==> src/rtl/lrt_pkg.sv <==
`default_nettype none

package lrt_pkg;

    parameter int unsigned MAX_STRING_LENGTH = 65535;

    localparam int CharW  = 8;
    localparam int LenW   = 16;
    localparam int TableN = 1 << CharW;

    // lengths saturate at the smaller of the string limit and the counter range
    localparam logic [LenW-1:0] LenLimit =
        LenW'((MAX_STRING_LENGTH < 65535) ? MAX_STRING_LENGTH : 65535);

    typedef logic [CharW-1:0] t_char;
    typedef logic [LenW-1:0]  t_len;

    // update of the per-character seen flags
    typedef struct packed {
        logic  clear;
        logic  set;
        t_char set_idx;
    } t_seen_ctl;

endpackage

`default_nettype wire

==> src/rtl/lrt_in_if.sv <==
`default_nettype none

interface lrt_in_if;
    import lrt_pkg::*;

    logic  valid;
    logic  ready;
    t_char char_in;
    logic  end_of_string;

    modport source (output valid, output char_in, output end_of_string, input ready);
    modport sink   (input valid, input char_in, input end_of_string, output ready);
endinterface

`default_nettype wire

==> src/rtl/lrt_out_if.sv <==
`default_nettype none

interface lrt_out_if;
    import lrt_pkg::*;

    logic valid;
    logic ready;
    t_len window_length;
    t_len best_length;
    logic final_result;
    logic overflow;

    modport source (output valid, output window_length, output best_length,
                    output final_result, output overflow, input ready);
    modport sink   (input valid, input window_length, input best_length,
                    input final_result, input overflow, output ready);
endinterface

`default_nettype wire

==> src/rtl/longest_distinct_run_tracker.sv <==
`default_nettype none

// Longest repeat-free run tracker. Bytes of a string arrive one per transfer
// on i_in, the final byte flagged by end_of_string; each byte gives one result
// on o_out with the length of the repeat-free window ending at it, the best
// such length so far in the string, the echoed final flag and an overflow flag.
// The block takes one byte per clock cycle as long as o_out is drained; a
// result passes from the stage-1 register (table read on the accepting edge)
// to the output register (update from the read entry). The rate is set by
// the last-position table, a 256-entry memory with a registered read,
// whose read-modify-write is closed by forwarding the position written by the
// previous byte. Seen flags sit in flip-flops, so no clearing pass follows
// reset or the end of a string. Once a string reaches the length limit, the
// remaining bytes report the limit in both length fields with overflow set and
// leave the string state alone, but for the final byte, which clears it.
module longest_distinct_run_tracker (
    input wire logic i_clk,
    input wire logic i_rst_n,
    lrt_in_if.sink   i_in,
    lrt_out_if.source o_out
);
    import lrt_pkg::*;

    // stage 1: byte whose table entry is being read
    logic      r_s1_valid;
    t_char     r_s1_char;
    logic      r_s1_eos;
    logic      r_fwd_hit;
    t_len      r_fwd_pos;
    t_len      ram_rd;

    // string state
    t_len      r_pos;
    t_len      r_start;
    t_len      r_best;
    logic      r_ovf;

    // output register
    logic      r_out_valid;
    t_len      r_out_wl;
    t_len      r_out_best;
    logic      r_out_final;
    logic      r_out_ovf;

    logic      s1_adv;
    logic      in_fire;
    logic      seen_bit;
    logic      ovf_now;
    logic      hit;
    logic      wr_en;
    t_len      last_pos;
    t_len      n_start;
    t_len      wl;
    t_len      n_best;
    t_seen_ctl seen_ctl;

    assign s1_adv      = r_s1_valid && (!r_out_valid || o_out.ready);
    assign i_in.ready  = !r_s1_valid || s1_adv;
    assign in_fire     = i_in.valid && i_in.ready;

    assign ovf_now  = r_ovf || (r_pos >= LenLimit);
    assign last_pos = r_fwd_hit ? r_fwd_pos : ram_rd;
    assign hit      = seen_bit && (last_pos >= r_start);
    assign n_start  = hit ? last_pos + 1'b1 : r_start;
    assign wl       = r_pos - n_start + 1'b1;
    assign n_best   = (wl > r_best) ? wl : r_best;
    assign wr_en    = s1_adv && !ovf_now;

    always_comb begin
        seen_ctl.clear   = s1_adv && r_s1_eos;
        seen_ctl.set     = wr_en;
        seen_ctl.set_idx = r_s1_char;
    end

    lrt_pos_ram #(
        .Depth (TableN),
        .Width (LenW)
    ) u_pos_ram (
        .i_clk     (i_clk),
        .i_wr_en   (wr_en),
        .i_wr_addr (r_s1_char),
        .i_wr_data (r_pos),
        .i_rd_en   (in_fire),
        .i_rd_addr (i_in.char_in),
        .o_rd_data (ram_rd)
    );

    lrt_seen_bits u_seen (
        .i_clk    (i_clk),
        .i_rst_n  (i_rst_n),
        .i_ctl    (seen_ctl),
        .i_rd_idx (r_s1_char),
        .o_rd_bit (seen_bit)
    );

    // stage 1 capture; the read misses a write landing on the same edge
    always_ff @(posedge i_clk) begin
        if (!i_rst_n) begin
            r_s1_valid <= 1'b0;
        end else if (in_fire) begin
            r_s1_valid <= 1'b1;
        end else if (s1_adv) begin
            r_s1_valid <= 1'b0;
        end
        if (in_fire) begin
            r_s1_char <= i_in.char_in;
            r_s1_eos  <= i_in.end_of_string;
            r_fwd_hit <= wr_en && (r_s1_char == i_in.char_in);
            r_fwd_pos <= r_pos;
        end
    end

    always_ff @(posedge i_clk) begin
        if (!i_rst_n) begin
            r_pos   <= '0;
            r_start <= '0;
            r_best  <= '0;
            r_ovf   <= 1'b0;
        end else if (s1_adv) begin
            if (r_s1_eos) begin
                r_pos   <= '0;
                r_start <= '0;
                r_best  <= '0;
                r_ovf   <= 1'b0;
            end else if (ovf_now) begin
                r_ovf <= 1'b1;
            end else begin
                r_pos   <= r_pos + 1'b1;
                r_start <= n_start;
                r_best  <= n_best;
            end
        end
    end

    always_ff @(posedge i_clk) begin
        if (!i_rst_n) begin
            r_out_valid <= 1'b0;
        end else if (s1_adv) begin
            r_out_valid <= 1'b1;
        end else if (o_out.ready) begin
            r_out_valid <= 1'b0;
        end
        if (s1_adv) begin
            r_out_wl    <= ovf_now ? LenLimit : wl;
            r_out_best  <= ovf_now ? LenLimit : n_best;
            r_out_final <= r_s1_eos;
            r_out_ovf   <= ovf_now;
        end
    end

    assign o_out.valid         = r_out_valid;
    assign o_out.window_length = r_out_wl;
    assign o_out.best_length   = r_out_best;
    assign o_out.final_result  = r_out_final;
    assign o_out.overflow      = r_out_ovf;

    a_eos_clears: assert property (@(posedge i_clk) disable iff (!i_rst_n)
        s1_adv && r_s1_eos |=> r_pos == '0 && r_start == '0 && !r_ovf)
        else $error("string state not cleared after final byte");

    a_start_le_pos: assert property (@(posedge i_clk) disable iff (!i_rst_n)
        r_start <= r_pos)
        else $error("window start passed position");

    a_pos_step: assert property (@(posedge i_clk) disable iff (!i_rst_n)
        s1_adv && !r_s1_eos && !ovf_now |=> r_pos == $past(r_pos) + 1'b1)
        else $error("position did not advance by one");

    a_wl_le_best: assert property (@(posedge i_clk) disable iff (!i_rst_n)
        r_out_valid |-> r_out_wl <= r_out_best && r_out_wl != '0)
        else $error("window length exceeds best length");

    a_ovf_no_write: assert property (@(posedge i_clk) disable iff (!i_rst_n)
        r_ovf |-> !wr_en)
        else $error("table written after overflow");

endmodule

`default_nettype wire

==> src/rtl/lrt_pos_ram.sv <==
`default_nettype none

module lrt_pos_ram #(
    parameter int Depth = 256,
    parameter int Width = 16
) (
    input  wire logic                     i_clk,
    input  wire logic                     i_wr_en,
    input  wire logic [$clog2(Depth)-1:0] i_wr_addr,
    input  wire logic [Width-1:0]         i_wr_data,
    input  wire logic                     i_rd_en,
    input  wire logic [$clog2(Depth)-1:0] i_rd_addr,
    output logic      [Width-1:0]         o_rd_data
);

    logic [Width-1:0] r_mem [Depth];

    always_ff @(posedge i_clk) begin
        if (i_wr_en) begin
            r_mem[i_wr_addr] <= i_wr_data;
        end
    end

    always_ff @(posedge i_clk) begin
        if (i_rd_en) begin
            o_rd_data <= r_mem[i_rd_addr];
        end
    end

endmodule

`default_nettype wire

==> src/rtl/lrt_seen_bits.sv <==
`default_nettype none

module lrt_seen_bits (
    input  wire logic               i_clk,
    input  wire logic               i_rst_n,
    input  wire lrt_pkg::t_seen_ctl i_ctl,
    input  wire lrt_pkg::t_char     i_rd_idx,
    output logic                    o_rd_bit
);
    import lrt_pkg::*;

    logic [TableN-1:0] r_seen;

    // clear wins over set: the final byte of a string leaves nothing behind
    always_ff @(posedge i_clk) begin
        if (!i_rst_n || i_ctl.clear) begin
            r_seen <= '0;
        end else if (i_ctl.set) begin
            r_seen[i_ctl.set_idx] <= 1'b1;
        end
    end

    assign o_rd_bit = r_seen[i_rd_idx];

endmodule

`default_nettype wire
==> src/flat_wrapper.sv <==
// flat-port wrapper written by rule: the top's interface ports become plain ports
module longest_distinct_run_tracker_flat import lrt_pkg::*;
  (i_clk, i_rst_n, i_in_valid, i_in_char_in, i_in_end_of_string, i_in_ready, o_out_valid, o_out_window_length, o_out_best_length, o_out_final_result, o_out_overflow, o_out_ready);
  lrt_in_if i_in_i ();
  lrt_out_if o_out_i ();
  input wire logic i_clk;
  input wire logic i_rst_n;
  input wire logic [$bits(i_in_i.valid)-1:0] i_in_valid;
  input wire logic [$bits(i_in_i.char_in)-1:0] i_in_char_in;
  input wire logic [$bits(i_in_i.end_of_string)-1:0] i_in_end_of_string;
  output wire logic [$bits(i_in_i.ready)-1:0] i_in_ready;
  output wire logic [$bits(o_out_i.valid)-1:0] o_out_valid;
  output wire logic [$bits(o_out_i.window_length)-1:0] o_out_window_length;
  output wire logic [$bits(o_out_i.best_length)-1:0] o_out_best_length;
  output wire logic [$bits(o_out_i.final_result)-1:0] o_out_final_result;
  output wire logic [$bits(o_out_i.overflow)-1:0] o_out_overflow;
  input wire logic [$bits(o_out_i.ready)-1:0] o_out_ready;
  assign i_in_i.valid = i_in_valid;
  assign i_in_i.char_in = i_in_char_in;
  assign i_in_i.end_of_string = i_in_end_of_string;
  assign i_in_ready = i_in_i.ready;
  assign o_out_valid = o_out_i.valid;
  assign o_out_window_length = o_out_i.window_length;
  assign o_out_best_length = o_out_i.best_length;
  assign o_out_final_result = o_out_i.final_result;
  assign o_out_overflow = o_out_i.overflow;
  assign o_out_i.ready = o_out_ready;
  longest_distinct_run_tracker u_core (.i_clk(i_clk), .i_rst_n(i_rst_n), .i_in(i_in_i), .o_out(o_out_i));
endmodule
==> config.mk <==
export PLATFORM = sky130hd
export DESIGN_NAME = longest_distinct_run_tracker_flat
export DESIGN_NICKNAME = d
export VERILOG_FILES = /design/src/rtl/lrt_pkg.sv /design/src/rtl/lrt_in_if.sv /design/src/rtl/lrt_out_if.sv /design/src/rtl/longest_distinct_run_tracker.sv /design/src/rtl/lrt_pos_ram.sv /design/src/rtl/lrt_seen_bits.sv /design/src/flat_wrapper.sv
export SDC_FILE = /design/constraint.sdc
export NUM_CORES = 2
export LEC_CHECK = 0
export BUFFER_PORTS_ARGS = -buffer_cell sky130_fd_sc_hd__buf_4
export CAP_MARGIN = 15
export CORE_AREA = 2 2 996 700
export CTS_CLUSTER_SIZE = 14
export DETAILED_ROUTE_END_ITERATION = 10
export DIE_AREA = 0 0 998 702
export GPL_ROUTABILITY_DRIVEN = 1
export PLACE_DENSITY = 0.49
export SYNTH_ARGS = -nofsm -noshare
export SYNTH_HDL_FRONTEND = slang
export SYNTH_SLANG_ARGS = --single-unit
==> constraint.sdc <==
create_clock -name i_clk -period 8.4 [get_ports i_clk]
set_clock_uncertainty 0.2 [all_clocks]
set_input_delay 1.68 -clock i_clk [delete_from_list [all_inputs] [get_ports i_clk]]
set_output_delay 1.68 -clock i_clk [all_outputs]
set_load 0.02 [all_outputs]
After elaboration in Yosys (flattened, before gate mapping) --
Memory sizes are Yosys's and may differ from the RTL's. A register that Yosys moved wholly into a read port is not among the register bits. Index checks and enable logic that the tools add are counted.
Cells by class: add/sub/neg operators 4, $lt $le $gt $ge 5, eq/ne operators 2, multiplexer cells 21, bitwise operators 1, reductions and logical operators 20
Operator list (count):
- $or A256 B256 Y256 | 1
- $mux W16 | 9
- $add A16 B1 Y16 const B | 3
- $ge A16 B16 Y1 | 1
- $ge A16 B16 Y1 const B | 1
- $gt A16 B16 Y1 | 1
- $sub A16 B16 Y16 | 1
- $mux W1 | 10
- $lt A8 B9 Y1 const B | 1
- $bmux W1 S8 | 1
- $demux W1 S8 | 1
- $eq A8 B8 Y1 | 1
- $ge A8 B1 Y1 const B | 1
- $logic_and A1 B1 Y1 | 7
- $reduce_bool A2 Y1 | 3
- $logic_not A1 Y1 | 4
- $logic_or A1 B1 Y1 | 4
- $reduce_and A2 Y1 | 2
- $ne A2 B1 Y1 const B | 1
Word-level totals: flip-flop bits (word level) 367, bits in writable memories 4096, input bits 13, output and inout bits 36, memories kept 1
Memory list:
- u_core.u_pos_ram.r_mem | depth 256, bits a word 16, read ports 1, clocked after memory_dff 1, wr ports 1, RTL line lrt_pos_ram.sv:16 | logic [Width-1:0] r_mem [Depth];

Logic depth before layout (Yosys ltp) --
depth after elaboration 10, depth in mapped cells 40, gate-level depth less buffers 35

Hierarchy --
From an unflattened synthesis, not the netlist that was laid out.
Unflattened totals: cells, all modules 9142, area, all modules 175662.2 µm²
Modules (own cells, without submodules):
- lrt_pos_ram | instances 1, cells an instance 7360, area an instance 158874.9 µm², seq. area each 123478.4 µm²
- lrt_seen_bits | instances 1, cells an instance 1136, area an instance 10299.9 µm², seq. area each 5124.9 µm²
- longest_distinct_run_tracker | instances 1, cells an instance 646, area an instance 6487.5 µm², seq. area each 2822.7 µm²

Worst setup path after synthesis --
No wires, ideal clock.
path kind reg2reg, start point register u_core.r_pos[3], end point register u_core.r_best[10], setup time 65 ps, data arrival time 8398 ps, slack -264 ps, cell stages (with the launch flop) 24, buffers on the path 1, period minus slack after synthesis 8664 ps, path through dfxtp_1 -> ha_1 -> ha_1 -> nor2b_1 -> o21a_1 -> o21ai_0 -> a21oi_1 -> a211oi_1 -> o21bai_1 -> a21o_1 -> a31oi_1 -> xnor3_1 -> inv_1 -> ha_1 -> a211o_1 -> a21oi_1 -> o21ai_0 -> nand2_1 -> nand2_1 -> a41o_1 -> o31ai_1 -> clkbuf_1 -> a22oi_1 -> nor2b_1
On the way: cells in the longest elaborated chain, start to end 6, elaborated cells on any way between the ends 10, classes of those cells add/sub: 2; order compare: 2; eq/ne: 1; mux: 3; reduce/logical: 2
Ends and longest elaborated chain:
- start, declared | RTL line longest_distinct_run_tracker.sv:33 | t_len r_pos;
- start signal, assigned | RTL line longest_distinct_run_tracker.sv:128 | r_pos <= r_pos + 1'b1;
- $sub A16 B16 Y16 | RTL line longest_distinct_run_tracker.sv:65 | assign wl = r_pos - n_start + 1'b1;
- $add A16 B1 Y16 | RTL line longest_distinct_run_tracker.sv:65
- net u_core.wl[15] | RTL line longest_distinct_run_tracker.sv:53 | t_len wl;
- $gt A16 B16 Y1 | RTL line longest_distinct_run_tracker.sv:66 | assign n_best = (wl > r_best) ? wl : r_best;
- $mux W16 | RTL line longest_distinct_run_tracker.sv:66
- $mux W16 | RTL line longest_distinct_run_tracker.sv:125 | end else if (ovf_now) begin
- $mux W16 | RTL line longest_distinct_run_tracker.sv:120 | if (r_s1_eos) begin
- end signal, assigned | RTL line longest_distinct_run_tracker.sv:130 | r_best <= n_best;
- end, declared | RTL line longest_distinct_run_tracker.sv:35 | t_len r_best;
The timed path passes the listed nets, and every way through them passes these cells. The select of a mux whose other input is x is not followed. A chain may end at the register's enable or synchronous reset.

Worst setup path after layout --
start point register u_core.r_fwd_hit, end point register u_core.r_best[9]
On the way: cells in the longest elaborated chain, start to end 10, elaborated cells on any way between the ends 11, classes of those cells add/sub: 3; order compare: 2; mux: 5; reduce/logical: 1
Ends and longest elaborated chain:
- start, declared | RTL line longest_distinct_run_tracker.sv:28 | logic r_fwd_hit;
- start signal, assigned | RTL line longest_distinct_run_tracker.sv:108 | r_fwd_hit <= wr_en && (r_s1_char == i_in.char_in);
- $mux W16 (*) | RTL line longest_distinct_run_tracker.sv:62 | assign last_pos = r_fwd_hit ? r_fwd_pos : ram_rd;
- $ge A16 B16 Y1 | RTL line longest_distinct_run_tracker.sv:63 | assign hit = seen_bit && (last_pos >= r_start);
- $logic_and A1 B1 Y1 | RTL line longest_distinct_run_tracker.sv:63
- $mux W16 (*) | RTL line longest_distinct_run_tracker.sv:64 | assign n_start = hit ? last_pos + 1'b1 : r_start;
- $sub A16 B16 Y16 (*) | RTL line longest_distinct_run_tracker.sv:65
- $add A16 B1 Y16 (*) | RTL line longest_distinct_run_tracker.sv:65
- net u_core.wl[14] | RTL line longest_distinct_run_tracker.sv:53
- $gt A16 B16 Y1 (*) | RTL line longest_distinct_run_tracker.sv:66
- $mux W16 (*) | RTL line longest_distinct_run_tracker.sv:66
- $mux W16 (*) | RTL line longest_distinct_run_tracker.sv:125
- $mux W16 (*) | RTL line longest_distinct_run_tracker.sv:120
Mark *: on every way through the listed nets, which the timed path passes. The rest lies on a longest branch. The select of a mux whose other input is x is not followed.

==> results.cfg <==
[status]
status = finished, final reports clean

[global_route]
grt_first_pass_wirelength_um = 696700
grtUsageTotal_pct = 14.05
grt_max_degree = 207
antenna_found_initial = 60
grt_pass1_vias = 83689
grt_overflow_total = 0

[clock_tree]
clock_latency_ns = 1.06
clock-sinks = 4479
ctsHtreeMaxLevel = 5
cts_root_buf = clkbuf_16
cts_tree = built
clock_path_buffers = 4
cts_buffers = 417
clkTransAtPathRegs_ns = 0.06

[detailed_routing]
route.met2.wl_um = 220400
vias = 83606
highest_layer = met5
routedWlPerCell_um = 28.86
first_pass_iters = 6
m1WireLength_um = 232700
viasPerCell = 4.754
wl_um = 507400
ant_nets = 0
drcViolationCount = 0
wl_met3_um = 45790
first_iter_violations = 11052

[hold_path]
min-delay-start = u_core.u_seen.r_seen[14]
min_to = u_core.u_seen.r_seen[14]
hold_depth = 1
hp-class = flip-flop to flip-flop

[floorplan]
rows = 256
die_width_um = 998
io_pins = 49
initial_core_util_pct = 24.91
die_y_um = 702
die-area_mm2 = 0.7006
core_mm2 = 0.6919

[yosys]
synth-seq-area-share_pct = 76.27
synth_area_leaders = edfxtp_1 (73%), mux4_2 (19%), dfxtp_1 (3.6%)
ys_ff_latch = 4479
synth_mux_area_share_pct = 18.85
synth_adder_area_share_pct = 0.4691
synth_xor_area_share_pct = 0.2367
syn_area_per_cell_um2 = 22.58
yosys.area.top_type_share_pct = 72.70
synthTopCellsByCount = edfxtp_1 (4172), mux4_2 (1426), nor2_1 (679)
synth_compound_area_share_pct = 0.8895
synth_most_common_cell = edfxtp_1
synth-edff-count = 4172
yosysWarningCount = 0
synthCells = 7633
synth-main-ff-cell = edfxtp_1
synth_nets = 7710
synthDistinctLibCells = 62
synth_top_family_by_area = multiplexers
async_flop_share_pct = 0
synth_area_leader_cell = edfxtp_1
netlist_area_mm2 = 0.1723
synthSimpleGateAreaFrac_pct = 2.162

[setup_path]
critical-path-slowest-cell = edfxtp_1
cp-end-kind = flip-flop
path_buf_inv = 7
worstSetupPathType = flip-flop to flip-flop
worstPathArrival_ns = 8.75
rr_worst_depth = 36
critPathMaxStageDelay_ns = 0.50
startpoint_type = flip-flop
critPathMaxFanout = 18
reg2reg_from = u_core.r_fwd_hit
r2r_end = u_core.r_best[9]
cp.required_ns = 9.17
cp_top_family = compound AO/OA/AOI/OAI gates
r2r_slack_ns = 0.42

[sta]
fmax_ghz = 0.1253
hold_violations = 0
worst_slew_pin_slew_ns = 1.303
grt_setup_unrepaired = no
setup_violations = 0
hold_ws_ns = 0.2662
period_needed_ns = 7.979
drv_slew = 0
min_period_over_period_pct = 94.99
setup_tns_ns = 0
relSlewSlack_pct = 13.12
setup_ws_ns = 0.4205

[placed_design]
hpwlAfterDp_um = 301100
numPortBuffers = 48
pre_cts_ws_ns = -0.05336
placed_cell_area_mm2 = 0.1868
gp_congestion = 0.8153

[layout]
area_growth_pct = 16.12
fin_nets = 8150
final_area_mm2 = 0.2001
fin_util_pct = 28.92
drive_above_1_share_pct = 31.30

[power]
power.switching_mw = 9.429
p_comb_share_pct = 3.3
swShare_pct = 21.29
pwr-share-clk_pct = 42.3
seq_power_share_pct = 54.4
ir_worst_vdd_v = 0.0001692
internal_power_mw = 34.85
leakagePower_nw = 67.74
power_density_mw_per_mm2 = 221.3

[job]
maxCapViolCount = 0
power by group through the flow:
| stage | Sequential (mW) | Combinational (mW) | Clock (mW) |
|---|---|---|---|
| after floorplan | 24.6 | 0.893 | 0 |
| after global placement | 24.6 | 1.46 | 0 |
| after detailed placement | 24.6 | 1.47 | 0 |
| after CTS | 24.1 | 1.47 | 19.1 |
| after global routing | 24.1 | 1.56 | 20.0 |
| final | 24.1 | 1.46 | 18.7 |
how the worst max path moves through the flow:
| stage | start | endpoint | slack [ns] | depth (start not counted) |
|---|---|---|---|---|
| 2_1_floorplan | u_core.r_pos[6] | u_core.r_best[10] | 0.04 | 22 |
| 3_3_place_gp | u_core.r_fwd_hit | u_core.o_out.best_length[0] | -0.17 | 37 |
| 3_5_place_dp | u_core.r_fwd_hit | u_core.r_best[9] | -0.05 | 37 |
| 4_1_cts | u_core.r_fwd_hit | u_core.r_best[9] | 0.03 | 37 |
| 5_1_grt | u_core.r_fwd_hit | u_core.r_best[5] | 0.04 | 36 |
| 6_report | u_core.r_fwd_hit | u_core.r_best[9] | 0.42 | 36 |
layout make-up:
type                    count  area (um^2)
clock buffers             552        11280
inverters                  50        187.7
multi-input cells        2690        39990
repair buffers            435         3810
fillers                 66974       491800
well taps                9159        11460
diodes                     16        40.04
clock inverters           204         1836
flip-flops and latches   4479       131500
cells in the final DEF, fill, tap and decap left out, types with 7 or more instances in the layout:
cell type and instances:
edfxtp_1 4172, mux4_2 1426, nor2_1 541, clkbuf_16 425
buf_4 387, dfxtp_1 291, clkbuf_1 105, nor2_4 103
clkinv_1 89, o21a_1 70, nand2_1 66, ha_1 62
clkinv_2 61, inv_1 50, a22oi_1 48, nor2b_1 45
buf_12 38, nor2_2 36, xnor2_1 27, a21oi_1 27
nand3_1 24, bufinv_16 24, mux2i_1 21, nand2b_1 17
xor2_1 17, diode_2 16, dfxtp_4 16, o211ai_1 15
clkbuf_8 15, nand2_2 14, o21ai_0 13, mux2_2 12
a21o_1 11, nor3_1 11, and3_1 11, nand4_1 9
inv_16 8, inv_6 7
layer usage:
| layer | GRT usage (%) | vias to the layer above |
|---|---|---|
| met1 | 21.42 | 46580 |
| li1 | - | 32962 |
| met3 | 3.307 | 553 |
| met5 | 0 | - |
| met2 | 20.58 | 3505 |
| met4 | 2.322 | 6 |
flip-flops by register name, summed over array words and instances (netlist names), 8 cells and up:
name	count
u_core.u_seen.r_seen	256
u_core.o_out.window_length	16
u_core.r_start	16
u_core.u_pos_ram.o_rd_data	16
u_core.r_best	16
u_core.r_pos	16
u_core.r_fwd_pos	16
u_core.r_s1_char	8
u_core.u_pos_ram.r_mem	4096
u_core.o_out.best_length	16
what timing repair did:
action / 4_1_cts / 5_1_grt
gates resized for setup: 4 / 18
hold buffers: 0 / 0
pin swaps: 1 / 6
endpoints found under the setup margin: 14 / 32
gates cloned: 0 / 1
buffers inserted: 1 / 4
per-stage QoR:
| step | power, mW | std cells |
|---|---|---|
| finish | 44.28 | 17585 |
| global route | 45.61 | 17569 |
| CTS | 44.65 | 17562 |
| detailed placement | 26.06 | 16805 |
| global placement | 26.05 | 16804 |
| floorplan | 25.51 | 7633 |
cell families after synthesis:
kind of cell             count (synthesis)
multiplexers                          1461
buffers and inverters                  464
AND/OR/NAND/NOR                        904
flip-flops                            4479
XOR/XNOR                                45
AO/OA/AOI/OAI                          216
adder cells (fa/ha/maj)                 64
Note: power is estimated with default switching activity, not from simulation.
